===== src/hw/rtl/brb_pkg.sv =====
`timescale 1ns / 1ps
// ----------------------------------------------------------------------------
// brb_pkg: shared definitions for the beacon range/bearing pipeline
// Field widths, CORDIC angle table, config register codes and the words
// that move between the pipeline sections.
// ----------------------------------------------------------------------------
package brb_pkg;

    // field widths
    localparam int FIELD_W = 16;               // positions, heading, config data
    localparam int DIFF_W  = FIELD_W + 1;      // position differences
    localparam int ANGLE_W = 17;               // relative angle
    localparam int SQ_W    = 32;               // squared lengths
    localparam int QUO_W   = 32;               // quotient of size^2 * 2^24 / dist^2
    localparam int ROOT_W  = QUO_W / 2;        // angular size
    localparam int NUM_SHIFT = 24;             // scale of the size numerator

    // iteration counts
    localparam int DIV_STEPS  = QUO_W;
    localparam int SQRT_STEPS = ROOT_W;

    // CORDIC datapath, angles in 2^-20 rad
    localparam int CORDIC_STEPS = 20;
    localparam int XY_PRESHIFT  = 14;
    localparam int XY_W         = 34;
    localparam int Z_W          = 23;
    localparam int Z_DROP       = 8;           // 2^-20 rad down to 2^-12 rad
    localparam logic signed [Z_W-1:0] Z_ROUND     = 23'sd128;
    localparam logic signed [Z_W-1:0] HALF_PI_Q20 = 23'sd1647099;
    localparam logic signed [Z_W-1:0] ATAN_Q20 [CORDIC_STEPS] = '{
        23'sd823550, 23'sd486170, 23'sd256879, 23'sd130396, 23'sd65451,
        23'sd32757,  23'sd16383,  23'sd8192,   23'sd4096,   23'sd2048,
        23'sd1024,   23'sd512,    23'sd256,    23'sd128,    23'sd64,
        23'sd32,     23'sd16,     23'sd8,      23'sd4,      23'sd2
    };

    // configuration port
    localparam int CFG_IDX_W  = 1;
    localparam int CFG_DATA_W = FIELD_W;
    localparam logic [CFG_IDX_W-1:0] REG_DETECT_LIMIT   = 1'b0;
    localparam logic [CFG_IDX_W-1:0] REG_REFLECTOR_SIZE = 1'b1;
    localparam logic [FIELD_W-1:0]   DETECT_LIMIT_RST   = 16'd1536;
    localparam logic [FIELD_W-1:0]   REFLECTOR_SIZE_RST = 16'd82;

    localparam logic [ROOT_W-1:0] SIZE_MAX = '1;

    // range data carried alongside the CORDIC
    typedef struct packed {
        logic            sat;       // size saturates (also zero distance)
        logic [SQ_W-1:0] dist_sq;
        logic [SQ_W-1:0] size_sq;
    } range_info_t;

    // word leaving the front section
    typedef struct packed {
        logic signed [DIFF_W-1:0]  dx;
        logic signed [DIFF_W-1:0]  dy;
        logic signed [FIELD_W-1:0] heading;
        range_info_t               info;
    } front_word_t;

    // angle data carried alongside the divider and square root
    typedef struct packed {
        logic                      sat;
        logic signed [ANGLE_W-1:0] rel_angle;
    } angle_info_t;

endpackage


===== src/hw/rtl/brb_sqrt.sv =====
`timescale 1ns / 1ps
// ----------------------------------------------------------------------------
// brb_sqrt: pipelined digit-by-digit integer square root
// Two radicand bits enter each stage and one root bit leaves it.
// ----------------------------------------------------------------------------
module brb_sqrt import brb_pkg::*; #(
    parameter int SB_W = $bits(angle_info_t)
) (
    input  logic              clk,
    input  logic              rst_n,
    input  logic              adv,
    input  logic              in_valid,
    input  logic [QUO_W-1:0]  in_rad,
    input  logic [SB_W-1:0]   in_sb,
    output logic              out_valid,
    output logic [ROOT_W-1:0] out_root,
    output logic [SB_W-1:0]   out_sb
);

    localparam int REM_W = ROOT_W + 2;
    localparam int TRY_W = REM_W + 2;

    logic [SQRT_STEPS-1:0] vld_reg;
    logic [REM_W-1:0]      rem_reg  [SQRT_STEPS];
    logic [QUO_W-1:0]      rad_reg  [SQRT_STEPS];
    logic [ROOT_W-1:0]     root_reg [SQRT_STEPS];
    logic [SB_W-1:0]       sb_reg   [SQRT_STEPS];

    logic [REM_W-1:0]  rem_cur   [SQRT_STEPS];
    logic [QUO_W-1:0]  rad_cur   [SQRT_STEPS];
    logic [ROOT_W-1:0] root_cur  [SQRT_STEPS];
    logic [SB_W-1:0]   sb_cur    [SQRT_STEPS];
    logic [TRY_W-1:0]  part      [SQRT_STEPS];
    logic [TRY_W-1:0]  test      [SQRT_STEPS];
    logic [TRY_W-1:0]  diff      [SQRT_STEPS];
    logic              ge        [SQRT_STEPS];
    logic [REM_W-1:0]  rem_next  [SQRT_STEPS];
    logic [ROOT_W-1:0] root_next [SQRT_STEPS];

    for (genvar k = 0; k < SQRT_STEPS; k++)
    begin : g_step
        if (k == 0)
        begin : g_first
            assign rem_cur[k]  = '0;
            assign rad_cur[k]  = in_rad;
            assign root_cur[k] = '0;
            assign sb_cur[k]   = in_sb;
        end
        else
        begin : g_rest
            assign rem_cur[k]  = rem_reg[k-1];
            assign rad_cur[k]  = rad_reg[k-1];
            assign root_cur[k] = root_reg[k-1];
            assign sb_cur[k]   = sb_reg[k-1];
        end

        // partial remainder with next two bits, trial 4*root + 1
        assign part[k]      = {rem_cur[k], rad_cur[k][QUO_W-1 -: 2]};
        assign test[k]      = {2'b00, root_cur[k], 2'b01};
        assign diff[k]      = part[k] - test[k];
        assign ge[k]        = part[k] >= test[k];
        assign rem_next[k]  = ge[k] ? diff[k][REM_W-1:0] : part[k][REM_W-1:0];
        assign root_next[k] = {root_cur[k][ROOT_W-2:0], ge[k]};
    end

    // valid bits
    always_ff @(posedge clk or negedge rst_n)
    begin
        if (!rst_n)
            vld_reg <= '0;
        else if (adv)
            vld_reg <= {vld_reg[SQRT_STEPS-2:0], in_valid};
    end

    // payload
    always_ff @(posedge clk)
    begin
        if (adv)
        begin
            for (int k = 0; k < SQRT_STEPS; k++)
            begin
                rem_reg[k]  <= rem_next[k];
                rad_reg[k]  <= {rad_cur[k][QUO_W-3:0], 2'b00};
                root_reg[k] <= root_next[k];
                sb_reg[k]   <= sb_cur[k];
            end
        end
    end

    assign out_valid = vld_reg[SQRT_STEPS-1];
    assign out_root  = root_reg[SQRT_STEPS-1];
    assign out_sb    = sb_reg[SQRT_STEPS-1];

    // final remainder q - root^2 never exceeds 2*root
    assert property (@(posedge clk) disable iff (!rst_n)
        vld_reg[SQRT_STEPS-1] |->
            rem_reg[SQRT_STEPS-1] <= {1'b0, root_reg[SQRT_STEPS-1], 1'b0})
        else $error("sqrt remainder out of range");

endmodule


===== config.mk =====
export PLATFORM = sky130hd
export DESIGN_NAME = brb_sqrt
export DESIGN_NICKNAME = d
export VERILOG_FILES = /design/src/hw/rtl/brb_pkg.sv /design/src/hw/rtl/brb_sqrt.sv
export SDC_FILE = /design/constraint.sdc
export NUM_CORES = 1
export LEC_CHECK = 0
export BUFFER_PORTS_ARGS = -buffer_cell sky130_fd_sc_hd__buf_2
export CORE_MARGIN = 3
export CORE_UTILIZATION = 56
export DETAILED_ROUTE_END_ITERATION = 10
export GPL_ROUTABILITY_DRIVEN = 0
export PLACE_DENSITY = 0.86
export SYNTH_ARGS = -nofsm -noshare
export SYNTH_HDL_FRONTEND = slang
export SYNTH_SLANG_ARGS = --single-unit

===== constraint.sdc =====
create_clock -name clk -period 2.6 [get_ports clk]
set_input_delay 0.26 -clock clk [delete_from_list [all_inputs] [get_ports clk]]
set_output_delay 0.26 -clock clk [all_outputs]
set_load 0.01 [all_outputs]

## Yosys cells after proc, flatten, opt, wreduce, memory -nomap -nowiden

Memory sizes are Yosys's and may differ from the RTL's.
Cells that the tools add are included.

| word-level totals | value |
|---|---|
| flip-flop bits (word level) | 16 |
| RAM bits | 1,312 |
| input port bits | 54 |
| output and inout bits | 35 |
| word-level logic and storage cells | 55 |
| memories kept | 4 |

Memory list:

| memory | depth | width | read ports | clocked after Yosys merged registers in | write ports | line | RTL |
|---|---|---|---|---|---|---|---|
| rad_reg | 16 | 30 | 15 | 0 | 16 | brb_sqrt.sv:25 | `logic [QUO_W-1:0] rad_reg [SQRT_STEPS];` |
| rem_reg | 16 | 18 | 15 | 0 | 16 | brb_sqrt.sv:24 | `logic [REM_W-1:0] rem_reg [SQRT_STEPS];` |
| sb_reg | 16 | 18 | 16 | 0 | 16 | brb_sqrt.sv:27 | `logic [SB_W-1:0] sb_reg [SQRT_STEPS];` |
| root_reg | 16 | 16 | 16 | 0 | 16 | brb_sqrt.sv:26 | `logic [ROOT_W-1:0] root_reg [SQRT_STEPS];` |

| cells by class | value |
|---|---|
| add/sub/neg operators | 16 |
| magnitude comparators | 16 |
| multiplexer cells | 18 |

Operators with widths:

| cell | number |
|---|---|
| 20-bit by 18-bit >= comparator with 1-bit output | 15 |
| 18-bit 2-to-1 mux | 16 |
| 18-bit subtractor | 15 |
| 2-bit by 1-bit subtractor with 3-bit output, second input constant | 1 |
| 2-bit by 1-bit >= comparator with 1-bit output, second input constant | 1 |
| 1-bit 2-to-1 mux | 2 |

## Longest topological paths before layout

An unclocked memory read counts as a cell.

| depth | value |
|---|---|
| depth in word-level cells | 3 |
| mapped depth | 11 |
| gate-level depth less buffers | 10 |

## Worst setup path after synthesis

No wires, ideal clock.

| timing path | value |
|---|---|
| kind | register to register |
| start point | memory rem_reg[1][98] (netlist name) |
| end point | memory rem_reg[1][114] (netlist name), data pin |
| setup time | 0.260 ns |
| data arrival time | 2.233 ns |
| required time | 2.340 ns |
| slack | 0.107 ns |
| stages on the path, launching flop included | 10 |
| period minus slack after synthesis | 2.493 ns |
| cell sequence | edfxtp_1 ha_1 clkbuf_1 nand4_1 or3_1 o21a_1 and3_1 o21ai_1 buf_4 mux2_2 |

RTL lines:

| item | line |
|---|---|
| start, declared | brb_sqrt.sv:24 |

==> results.tsv <==
metric	value	unit
outcome	complete, but fails checks	
failing checks	setup timing	
fin crit period	2670	ps
hold_ws	33.3	ps
Final Cycle Share	103	%
cell taking the most area after synthesis	edfxtp_1	
first-pass GRT wire length	110000	um
routed via count	21551	
initial antenna violation count	0	
die area	71100	sq um
Clock transition at path regs	70	ps
Largest register FFs	288	
largest net degree at the start of global routing	105	
# fillers	4095	
Place WS	-189	ps
wire length per cell	19.1	um
area of the mapped netlist	38000	sq um
synth-to-layout area growth	17.5	%
asr flop ratio synth	1.72	%
Clock Tree Buf Depth	3	
top cells by area, synth	edfxtp_1, ha_1, xor2_1	
crit-path max FO	3	
share of cells above drive strength 1	18.1	%
Yosys reg bits	930	
top-area cell type share of the netlist area	72.1	%
total design power	36.5	mW
Yosys cell types	85	
actual slew at the worst max-slew pin	679	ps
Worst EP arrival	3040	ps
CP Capture Type	register	
Post-DP Area	40400	sq um
Gate Count Post-Synth	2455	
PnR worst setup slack	-69.6	ps
final WL	71400	um
Post-route DRC	0	
# diodes	0	
CTS root buf	clkbuf_16	
RSZ-0062 raised after global routing	yes	
antenna viol nets, final	0	
post-route cell area	44700	sq um
syn_area_per_cell	15.5	sq um
share of the yosys chip area belonging to registers	73.2	%
vias in the first global route	21908	
Remaining Overflow, GRT	0	
TritonCTS clock tree	yes	
Synth top cells by count	edfxtp_1, inv_1, ha_1	
Starting Density	57.2	%
I/O Buffers	88	
P_leak	16.9	nW
count leader, synth	edfxtp_1	
Core Rows	94	
CP required	2970	ps
Top FF cell, synth	edfxtp_1	
clk_lat worst skew	650	ps
Yosys Warn Count	0	
Post-DP HPWL	41600	um
Net Count, Synth	2662	
Worst setup SP type	register	
MaxCap Viol Count	0	
number of flops mapped to enable cells by yosys	914	
Final Hold Fails	0	
final clock skew	49.6	ps
CTS Buf Count	91	
Slew Viols, Final	0	
Final Net Count	3004	
H-tree levels	3	
Pre-antenna DRT Iters	8	
power per cell area	817	nW/um^2
Max transition margin	54.3	%
Core Region	66600	sq um
chip width	267	um
Total Routing Usage GR	19.3	%
critical path type	reg2reg	
Max Clk Rate	375	MHz
drt initial violations	1662	
IO Pins	89	
final setup vio count	5	
Via density	5.77	
Max VDD drop	0.839	mV
chip height	267	um
clk sinks	930	
R2R Setup Slk	-70	ps
Worst Hold Class	in2reg	
[final timing paths]
check	startpoint	endpoint	cells past startpoint
min in group asynchronous	rst_n	vld_reg[9]$_DFFE_PN0P_	2
min reg2reg	sb_reg[0][77]$_DFFE_PP_	sb_reg[0][95]$_DFFE_PP_	0
min	adv	rad_reg[0][8]$_DFFE_PP_	1
max reg2reg	rem_reg[1][39]$_DFFE_PP_	rem_reg[1][66]$_DFFE_PP_	8
max	rem_reg[1][39]$_DFFE_PP_	rem_reg[1][66]$_DFFE_PP_	8
max in group asynchronous	rst_n	vld_reg[2]$_DFFE_PN0P_	2
[worst max-delay path, cell delays in order (launching register included)]
cell and delay, ps:
edfxtp_1 460, ha_4 280, a211oi_1 270, nor2_1 140, o41ai_4 440, nor2b_1 280, o21ai_0 130, nor3_1 310
nor3_1 100
[layout by cell type (no fill, tap or decap), types with 8 or more instances in the layout]
cell type	n
a211oi_1	11
a21o_1	39
a21oi_1	119
a21oi_2	11
buf_12	14
buf_2	87
buf_4	125
clkbuf_1	26
clkbuf_16	92
clkinv_1	22
clkinv_2	9
dfrtp_1	16
dlygate4sd3_1	53
edfxtp_1	914
ha_1	132
ha_4	14
inv_1	176
mux2_2	40
mux2i_1	10
nand2_1	109
nand2b_1	24
nand3_1	31
nand4_1	25
nor2_1	137
nor2b_1	18
nor3_1	44
nor3_2	10
nor4_1	19
nor4_2	9
o211ai_1	10
o21a_1	30
o21ai_0	75
o21ai_1	18
o21bai_1	8
o31ai_1	10
or2_2	8
or3_1	15
or4_1	10
xnor2_1	90
xor2_1	97
[through the flow]
step	std cells	utilization [%]	TNS, ps
final	3734	67.2	-154
after global routing	3734	67.2	-2210
after CTS	3701	65.9	-13.6
after detailed placement	3479	60.6	-2320
after global placement	3479	60.6	0
after floorplan	2455	-	0
[layout make-up]
type	instances	area [sq um]	area share [%]
multi-input combinational	1313	9990	22.3
clock buffer	118	2400	5.37
sequential	930	27800	62.3
inverter	180	679	1.52
tap	864	1080	2.42
timing repair buffer	281	2210	4.94
clock inverter	48	508	1.14
[logic make-up (layout without fill, tap and decap cells)]
logic type / after synthesis / after routing / share of synthesized area, %
flops: 930 / 930 / 73.2
other cells: 1 / 1 / 0.00986
compound gates: 395 / 395 / 6.52
buf+inv: 212 / 627 / 2.21
fa+ha+maj: 153 / 153 / 5.03
mux: 57 / 57 / 1.69
xor+xnor: 188 / 188 / 4.35
simple gates: 519 / 519 / 7.00
[report_power, final]
| group | total [mW] | leakage (nW) | switching, mW | internal, mW |
|---|---|---|---|---|
| clock | 12.8 | 1.40 | 5.51 | 7.27 |
| sequential | 19.1 | 9.01 | 0.808 | 18.3 |
| combinational | 4.71 | 6.46 | 2.60 | 2.11 |
| total | 36.5 | 16.9 | 8.92 | 27.6 |
[routing by layer]
metal,wire [um],up-vias,part of all wire [%],track usage [%]
li1,-,9884,-,-
met1,26500,10505,37,21.6
met2,38000,871,53,36.0
met3,3390,291,4.8,3.19
met4,3540,0,5.0,8.62
met5,0,-,0,0
[what timing repair did]
action                     4_1_cts  5_1_grt
setup endpoints to repair       50      155
buffers inserted                 3       33
pin swaps                        5       39
hold endpoints to repair        68        0
gates resized for setup         21      113
cloned                           0        0
hold buffers                    53        0
(Power assumes the default switching activity.)
