**config.mk**
```make
export PLATFORM = sky130hd
export DESIGN_NAME = brb_front_flat
export DESIGN_NICKNAME = d
export VERILOG_FILES = /design/src/hw/rtl/brb_pkg.sv /design/src/hw/rtl/brb_if.sv /design/src/hw/rtl/brb_front.sv /design/src/flat_wrapper.sv
export SDC_FILE = /design/constraint.sdc
export NUM_CORES = 2
export LEC_CHECK = 0
export BUFFER_PORTS_ARGS = -buffer_cell sky130_fd_sc_hd__buf_2
export CORE_UTILIZATION = 45
export DETAILED_ROUTE_END_ITERATION = 10
export GPL_ROUTABILITY_DRIVEN = 0
export HOLD_SLACK_MARGIN = 0.06
export PLACE_DENSITY = 0.75
export SETUP_SLACK_MARGIN = 0.15
export SLEW_MARGIN = 5
export SYNTH_ARGS = -nofsm -noshare
export SYNTH_HDL_FRONTEND = slang
export SYNTH_SLANG_ARGS = --single-unit
```
**constraint.sdc**
```tcl
create_clock -name clk -period 7.1 [get_ports clk]
set_input_delay 0 -clock clk [delete_from_list [all_inputs] [get_ports clk]]
set_output_delay 0 -clock clk [all_outputs]
set_load 0.005 [all_outputs]
```
**src/hw/rtl/brb_pkg.sv**
```systemverilog
`timescale 1ns / 1ps
// ----------------------------------------------------------------------------
// brb_pkg: shared definitions for the beacon range/bearing pipeline
// Field widths, CORDIC angle table, config register codes and the words
// that move between the pipeline sections.
// ----------------------------------------------------------------------------
package brb_pkg;

    // field widths
    localparam int FIELD_W = 16;               // positions, heading, config data
    localparam int DIFF_W  = FIELD_W + 1;      // position differences
    localparam int ANGLE_W = 17;               // relative angle
    localparam int SQ_W    = 32;               // squared lengths
    localparam int QUO_W   = 32;               // quotient of size^2 * 2^24 / dist^2
    localparam int ROOT_W  = QUO_W / 2;        // angular size
    localparam int NUM_SHIFT = 24;             // scale of the size numerator

    // iteration counts
    localparam int DIV_STEPS  = QUO_W;
    localparam int SQRT_STEPS = ROOT_W;

    // CORDIC datapath, angles in 2^-20 rad
    localparam int CORDIC_STEPS = 20;
    localparam int XY_PRESHIFT  = 14;
    localparam int XY_W         = 34;
    localparam int Z_W          = 23;
    localparam int Z_DROP       = 8;           // 2^-20 rad down to 2^-12 rad
    localparam logic signed [Z_W-1:0] Z_ROUND     = 23'sd128;
    localparam logic signed [Z_W-1:0] HALF_PI_Q20 = 23'sd1647099;
    localparam logic signed [Z_W-1:0] ATAN_Q20 [CORDIC_STEPS] = '{
        23'sd823550, 23'sd486170, 23'sd256879, 23'sd130396, 23'sd65451,
        23'sd32757,  23'sd16383,  23'sd8192,   23'sd4096,   23'sd2048,
        23'sd1024,   23'sd512,    23'sd256,    23'sd128,    23'sd64,
        23'sd32,     23'sd16,     23'sd8,      23'sd4,      23'sd2
    };

    // configuration port
    localparam int CFG_IDX_W  = 1;
    localparam int CFG_DATA_W = FIELD_W;
    localparam logic [CFG_IDX_W-1:0] REG_DETECT_LIMIT   = 1'b0;
    localparam logic [CFG_IDX_W-1:0] REG_REFLECTOR_SIZE = 1'b1;
    localparam logic [FIELD_W-1:0]   DETECT_LIMIT_RST   = 16'd1536;
    localparam logic [FIELD_W-1:0]   REFLECTOR_SIZE_RST = 16'd82;

    localparam logic [ROOT_W-1:0] SIZE_MAX = '1;

    // range data carried alongside the CORDIC
    typedef struct packed {
        logic            sat;       // size saturates (also zero distance)
        logic [SQ_W-1:0] dist_sq;
        logic [SQ_W-1:0] size_sq;
    } range_info_t;

    // word leaving the front section
    typedef struct packed {
        logic signed [DIFF_W-1:0]  dx;
        logic signed [DIFF_W-1:0]  dy;
        logic signed [FIELD_W-1:0] heading;
        range_info_t               info;
    } front_word_t;

    // angle data carried alongside the divider and square root
    typedef struct packed {
        logic                      sat;
        logic signed [ANGLE_W-1:0] rel_angle;
    } angle_info_t;

endpackage

```
**src/hw/rtl/brb_if.sv**
```systemverilog
`timescale 1ns / 1ps
// ----------------------------------------------------------------------------
// brb_if: valid/ready channels of the beacon range/bearing block
// brb_in_if carries one position word, brb_out_if one result word.
// ----------------------------------------------------------------------------
interface brb_in_if import brb_pkg::*; ();
    logic                      valid;
    logic                      ready;
    logic signed [FIELD_W-1:0] robot_x;
    logic signed [FIELD_W-1:0] robot_y;
    logic signed [FIELD_W-1:0] heading;
    logic signed [FIELD_W-1:0] target_x;
    logic signed [FIELD_W-1:0] target_y;

    modport source (output valid, robot_x, robot_y, heading, target_x, target_y,
                    input ready);
    modport sink   (input valid, robot_x, robot_y, heading, target_x, target_y,
                    output ready);
endinterface


```
**src/hw/rtl/brb_front.sv**
```systemverilog
`timescale 1ns / 1ps
// ----------------------------------------------------------------------------
// brb_front: difference vector, squared lengths and detection test
// Three stages: subtract, square, sum and compare. Words outside the
// detection limit are dropped at the third stage.
// ----------------------------------------------------------------------------
module brb_front import brb_pkg::*; (
    input  logic               clk,
    input  logic               rst_n,
    input  logic               adv,
    brb_in_if.sink             sample,
    input  logic [FIELD_W-1:0] detect_limit,
    input  logic [FIELD_W-1:0] reflector_size,
    output logic               out_valid,
    output front_word_t        out_word
);

    logic s1_vld_reg, s2_vld_reg, s3_vld_reg;

    logic signed [DIFF_W-1:0]  s1_dx_reg, s1_dy_reg, s1_dx_next, s1_dy_next;
    logic signed [FIELD_W-1:0] s1_head_reg;

    logic signed [2*DIFF_W-1:0] dx_prod, dy_prod;
    logic [SQ_W-1:0] lim_sq, size_sq;
    logic [SQ_W-1:0] s2_dx_sq_reg, s2_dy_sq_reg, s2_lim_sq_reg, s2_size_sq_reg;
    logic signed [DIFF_W-1:0]  s2_dx_reg, s2_dy_reg;
    logic signed [FIELD_W-1:0] s2_head_reg;

    logic [SQ_W:0] dist_full;
    logic          detect, sat;
    front_word_t   s3_word_reg, s3_word_next;

    assign sample.ready = adv;

    // stage 1: difference vector
    assign s1_dx_next = {sample.target_x[FIELD_W-1], sample.target_x}
                      - {sample.robot_x[FIELD_W-1], sample.robot_x};
    assign s1_dy_next = {sample.target_y[FIELD_W-1], sample.target_y}
                      - {sample.robot_y[FIELD_W-1], sample.robot_y};

    // stage 2: squares; the user keeps config stable for words in flight
    assign dx_prod = s1_dx_reg * s1_dx_reg;
    assign dy_prod = s1_dy_reg * s1_dy_reg;
    assign lim_sq  = SQ_W'(detect_limit) * SQ_W'(detect_limit);
    assign size_sq = SQ_W'(reflector_size) * SQ_W'(reflector_size);

    // stage 3: squared distance, detection and saturation tests
    assign dist_full = {1'b0, s2_dx_sq_reg} + {1'b0, s2_dy_sq_reg};
    assign detect    = dist_full < {1'b0, s2_lim_sq_reg};
    // quotient reaches 2^32 when size^2 * 2^24 / 2^32 >= dist^2
    assign sat       = {1'b0, s2_size_sq_reg >> (QUO_W - NUM_SHIFT)} >= dist_full;

    always_comb
    begin
        s3_word_next.dx           = s2_dx_reg;
        s3_word_next.dy           = s2_dy_reg;
        s3_word_next.heading      = s2_head_reg;
        s3_word_next.info.sat     = sat;
        s3_word_next.info.dist_sq = dist_full[SQ_W-1:0];
        s3_word_next.info.size_sq = s2_size_sq_reg;
    end

    // valid bits
    always_ff @(posedge clk or negedge rst_n)
    begin
        if (!rst_n)
        begin
            s1_vld_reg <= 1'b0;
            s2_vld_reg <= 1'b0;
            s3_vld_reg <= 1'b0;
        end
        else if (adv)
        begin
            s1_vld_reg <= sample.valid;
            s2_vld_reg <= s1_vld_reg;
            s3_vld_reg <= s2_vld_reg & detect;
        end
    end

    // payload
    always_ff @(posedge clk)
    begin
        if (adv)
        begin
            s1_dx_reg      <= s1_dx_next;
            s1_dy_reg      <= s1_dy_next;
            s1_head_reg    <= sample.heading;
            s2_dx_sq_reg   <= dx_prod[SQ_W-1:0];
            s2_dy_sq_reg   <= dy_prod[SQ_W-1:0];
            s2_lim_sq_reg  <= lim_sq;
            s2_size_sq_reg <= size_sq;
            s2_dx_reg      <= s1_dx_reg;
            s2_dy_reg      <= s1_dy_reg;
            s2_head_reg    <= s1_head_reg;
            s3_word_reg    <= s3_word_next;
        end
    end

    assign out_valid = s3_vld_reg;
    assign out_word  = s3_word_reg;

endmodule

```
**src/flat_wrapper.sv**
```systemverilog
// flat-port wrapper written by rule: the top's interface ports become plain ports
module brb_front_flat import brb_pkg::*;
  (clk, rst_n, adv, detect_limit, reflector_size, out_valid, out_word, sample_valid, sample_robot_x, sample_robot_y, sample_heading, sample_target_x, sample_target_y, sample_ready);
  brb_in_if sample_i ();
  input  logic clk;
  input  logic rst_n;
  input  logic adv;
  input  logic [FIELD_W-1:0] detect_limit;
  input  logic [FIELD_W-1:0] reflector_size;
  output logic out_valid;
  output front_word_t out_word;
  input wire logic [$bits(sample_i.valid)-1:0] sample_valid;
  input wire logic [$bits(sample_i.robot_x)-1:0] sample_robot_x;
  input wire logic [$bits(sample_i.robot_y)-1:0] sample_robot_y;
  input wire logic [$bits(sample_i.heading)-1:0] sample_heading;
  input wire logic [$bits(sample_i.target_x)-1:0] sample_target_x;
  input wire logic [$bits(sample_i.target_y)-1:0] sample_target_y;
  output wire logic [$bits(sample_i.ready)-1:0] sample_ready;
  assign sample_i.valid = sample_valid;
  assign sample_i.robot_x = sample_robot_x;
  assign sample_i.robot_y = sample_robot_y;
  assign sample_i.heading = sample_heading;
  assign sample_i.target_x = sample_target_x;
  assign sample_i.target_y = sample_target_y;
  assign sample_ready = sample_i.ready;
  brb_front u_core (.clk(clk), .rst_n(rst_n), .adv(adv), .sample(sample_i), .detect_limit(detect_limit), .reflector_size(reflector_size), .out_valid(out_valid), .out_word(out_word));
endmodule
```
After elaboration in Yosys (flattened, before gate mapping):

Cells that the tools add are included.

* register bits after elaboration: 346
* output and inout port bits: 117
* word-level logic and storage cells: 29

* add/sub/neg operators: 3
* $mul: 4
* magnitude comparators: 2
* bitwise gates (word level): 1

Operators by type and width (count)
* 16-bit by 16-bit multiplier with 32-bit output: 2
* 17-bit by 17-bit multiplier with 32-bit output: 2
* 16-bit by 16-bit subtractor with 17-bit output: 2
* 32-bit by 32-bit adder with 33-bit output: 1
* 24-bit by 33-bit greater-or-equal comparator with 1-bit output: 1
* 33-bit by 32-bit < comparator with 1-bit output: 1
* 1-bit AND: 1

Depth between registers and ports, before layout:

* depth after elaboration: 3
* depth in mapped cells: 27

Worst setup path before layout:

Ideal clock, no wire load.

* path kind: reg-to-reg
* start point: reg u_core.s1_dy_reg[2]
* end point: reg u_core.s2_dy_sq_reg[31], data pin
* setup time: 260 ps
* arrival: 6476 ps
* data required time: 6840 ps
* slack: 364 ps
* cell stages (with the launch flop): 27
* path buffers: 2
* path through: edfxtp_1 -> clkbuf_1 -> clkbuf_1 -> nand2_1 -> fa_1 -> inv_1 -> fa_1 -> inv_1 -> fa_1 -> inv_1 -> fa_1 -> fa_1 -> inv_1 -> fa_1 -> inv_1 -> ha_1 -> a21o_1 -> a21oi_1 -> o21ai_0 -> a211o_1 -> o311a_4 -> a31oi_4 -> o31ai_1 -> o41a_1 -> a211o_1 -> a21oi_2 -> xnor2_1

* word-level cells in the longest chain between the ends: 1

RTL lines
* from (decl): line brb_front.sv:20 `logic signed [DIFF_W-1:0] s1_dx_reg, s1_dy_reg, s1_dx_next, s1_dy_next;`
* from (signal assigned): line brb_front.sv:86 `s1_dy_reg <= s1_dy_next;`
* 17-bit by 17-bit multiplier with 32-bit output: line brb_front.sv:43 `assign dy_prod = s1_dy_reg * s1_dy_reg;`
* named net u_core.dy_prod[31]: line brb_front.sv:23 `logic signed [2*DIFF_W-1:0] dx_prod, dy_prod;`
* to (signal assigned): line brb_front.sv:89 `s2_dy_sq_reg <= dy_prod[SQ_W-1:0];`
* to (decl): line brb_front.sv:25 `logic [SQ_W-1:0] s2_dx_sq_reg, s2_dy_sq_reg, s2_lim_sq_reg, s2_size_sq_reg;`

The timed path passes the listed nets, and every way through them passes these cells.
A chain may end at the register's enable or synchronous reset.

Final worst setup path:

* start point: reg u_core.s1_dy_reg[3]
* end point: reg u_core.s2_dy_sq_reg[30], data pin

Same word-level chain as after synthesis.

==> summary.md <==
| Metric | Value |
|---|---|
| Dpl cell area | 49760 sq um |
| Asr flop ratio synth | 0.008850 |
| Setup_tns | 0 ns |
| Die Wd | 324.4 um |
| Critical Path RT | 7.41 ns |
| Synth Net Count | 5925 |
| Synth cell types | 63 |
| Finished Layout Cells | 6268 |
| Cells after Synth | 4481 |
| Xor/xnor share of the synthesized area | 0.03801 |
| Max stage delay on crit path | 0.53 ns |
| Total grt overflow | 0 |
| Largest net degree at the start of global routing | 129 |
| Setup crit end kind | register |
| Worst-path fanout max | 7 |
| Post-synthesis adder-cell area fraction | 0.4903 |
| Yosys top cell area share | 0.3603 |
| Seq/Total Area, Yosys | 0.2173 |
| H-Tree Depth | 2 |
| Final Hold Fails | 0 |
| Worst-Skew Late Latency | 0.58 ns |
| Max_cap viols | 0 |
| Post-synthesis mux area share | 0.001444 |
| RSZ-0062 raised after global routing | yes |
| Commonest non-fill, non-tap cell in the layout | inv_1 |
| Longest Clk Path Bufs | 3 |
| Post-synth EDFFs | 336 |
| Critical path launch point type | register |
| Starting Density | 0.4565 |
| Cell taking the most area after synthesis | fa_1 |
| Fin. max-slew vios | 0 |
| Via-per-instance ratio | 4.991 |
| Skew final | 0.03112 ns |
| Routed len/inst | 16.28 um |
| Tot GR Track Use | 0.2019 |
| Total die area | 105200 sq um |
| Critical Path, Cell by Cell | buf_4 -> buf_4 -> and2_1 -> fa_1 -> inv_1 -> fa_1 -> fa_1 -> inv_1 -> fa_1 -> fa_1 -> inv_1 -> fa_1 -> inv_1 -> ha_2 -> nand2_1 -> or2_2 -> a311oi_2 -> nor2_1 -> a31oi_2 -> a211oi_1 -> o41ai_1 -> a21oi_1 -> xnor2_1 |
| Cell mode on critical path | fa_1 |
| Initial antenna violation count | 6 |
| Dpl cells | 6053 |
| Synth area leaders | fa_1 36%, edfxtp_1 22%, ha_1 13% |
| DR iter-0 viols | 1744 |
| Post-route ant nets | 0 |
| CTS Buf Count | 39 |
| Port buffer count | 231 |
| Max reg flops | 114 |
| Worst-path clk slew | 0.07 ns |
| Crit path arrival time | 7.07 ns |
| YS warnings | 0 |
| Main combinational cell family by area after synthesis | adder cells |
| Residual DRC | 0 |
| Layout area overhead | 12.11% |
| DIE HEIGHT | 324.4 um |
| Setup-failing EPs final | 0 |
| Complex-gate fraction of the synthesized area | 0.05625 |
| Slew headroom | 0.3926 |
| CTS tree | yes |
| Row count | 117 |
| Status | completed |
| DP HPWL | 83.39 mm |
| Cell area after layout | 52440 sq um |
| Drt pass-1 iters | 5 |
| Total I/O pin count | 233 |
| Detailed Route WL | 102.0 mm |
| Cell Area, Synth | 46780 sq um |
| Core footprint | 102500 sq um |
| Peak Freq | 147.9 MHz |
| Most frequent cells in the layout | 1233 x inv_1, 840 x fa_1, 483 x ha_1 |
| Post-synth top flop | edfxtp_1 |
| CP max stage cell | fa_1 |
| Final min period | 6.759 ns |
| Global-route wire length before repair | 170.9 mm |
| Avg Cell Area, Syn | 10.44 sq um |
| Least-Margin Pin Slew | 0.9110 ns |
| Vias in the first global route | 34097 |
| Net total in the final layout | 6313 |
| Post-Synth Simple-Gate Area | 0.09091 |
| Worst hold path class | in -> reg |
| Worst setup path class | reg -> reg |
| # clock sinks | 339 |
| Synthesized flop and latch total | 339 |
| CTS root buffer | clkbuf_16 |
| Vias after detailed routing | 31282 |
| Post-route clock period utilization | 0.9520 |
| Reg2Reg Setup Slack | 0.34 ns |
| Layout cell share with drive strength beyond 1 | 0.08595 |
==> worst max-delay path: cells and delay by family (launching register included) <==
kind / cells / cell delay (ns)
AND/OR/NAND/NOR: 4 / 0.66
adder cells (fa/ha/maj): 7 / 3.43
AO/OA/AOI/OAI: 5 / 1.21
flip-flops: 1 / 0.52
buffers and inverters: 6 / 0.56
XOR/XNOR: 1 / 0.13
==> what timing repair did <==
item,in CTS,in global routing
resized for setup,0,19
endpoints found under the setup margin,0,11
hold buffers,108,0
endpoints found under the hold margin,135,0
buffers inserted,0,35
==> path summary, 6_finish.rpt <==
kind / start / to / depth (start not counted)
max: u_core.s1_dy_reg[3] / u_core.s2_dy_sq_reg[30] / 23
min: sample_robot_x[14] / u_core.s1_dx_reg[14] / 5
max reg2reg: u_core.s1_dy_reg[3] / u_core.s2_dy_sq_reg[30] / 23
min reg2reg: u_core.s2_head_reg[5] / u_core.out_word[70] / 0
max in group asynchronous: rst_n / u_core.s2_vld_reg / 3
min in group asynchronous: rst_n / u_core.out_valid / 3
==> final cells by class <==
type | count | area, sq um
Antenna cell | 2 | 5.005
Multi-Input combinational cell | 2827 | 31740
Inverter | 1234 | 4632
Tap cell | 1368 | 1712
Sequential cell | 339 | 10160
Clock buffer | 47 | 1027
Timing Repair Buffer | 428 | 2977
Fill cell | 8977 | 50030
Clock inverter | 23 | 186.4
==> Yosys cell counts, drive strengths merged (29+ instances only) <==
library cell,number
clkbuf,79
nor2b,48
o21ai,74
a21o,65
edfxtp,336
a21oi,114
and2,197
fa,842
inv,1234
nand2,338
xnor2,155
xor2,48
nor2,159
ha,486
nand3,29
==> per-stage QoR <==
| step | hold WS [ns] | util | worst slack [ns] |
|---|---|---|---|
| 2_1_floorplan | -0.2956 | - | 0.3638 |
| 3_3_place_gp | -0.1769 | 0.4856 | 0.2969 |
| 3_5_place_dp | -0.1760 | 0.4856 | 0.2081 |
| 4_1_cts | 0.07366 | 0.5080 | 0.1841 |
| 5_1_grt | 0.1173 | 0.5117 | 0.008304 |
| 6_report | 0.08587 | 0.5118 | 0.3408 |
==> per-layer routing <==
metal	track usage	part of all wire	up-vias
li1	-	-	14492
met4	0.06779	0.036	0
met5	0	0	-
met3	0.03291	0.065	211
met2	0.3403	0.48	927
met1	0.2641	0.41	15652
==> logic make-up after synthesis <==
logic type	Yosys count
adders and majority gates	1328
buffers and inverters	1315
and+or+nand+nor	887
AOI/OAI and AO/OA	402
DFF	339
xor gates and xnor gates	203
muxes	6
other	1
Power is left out: the tool's default activity adds up to more than one toggle a clock period on the data nets, which glitch-free logic cannot reach.
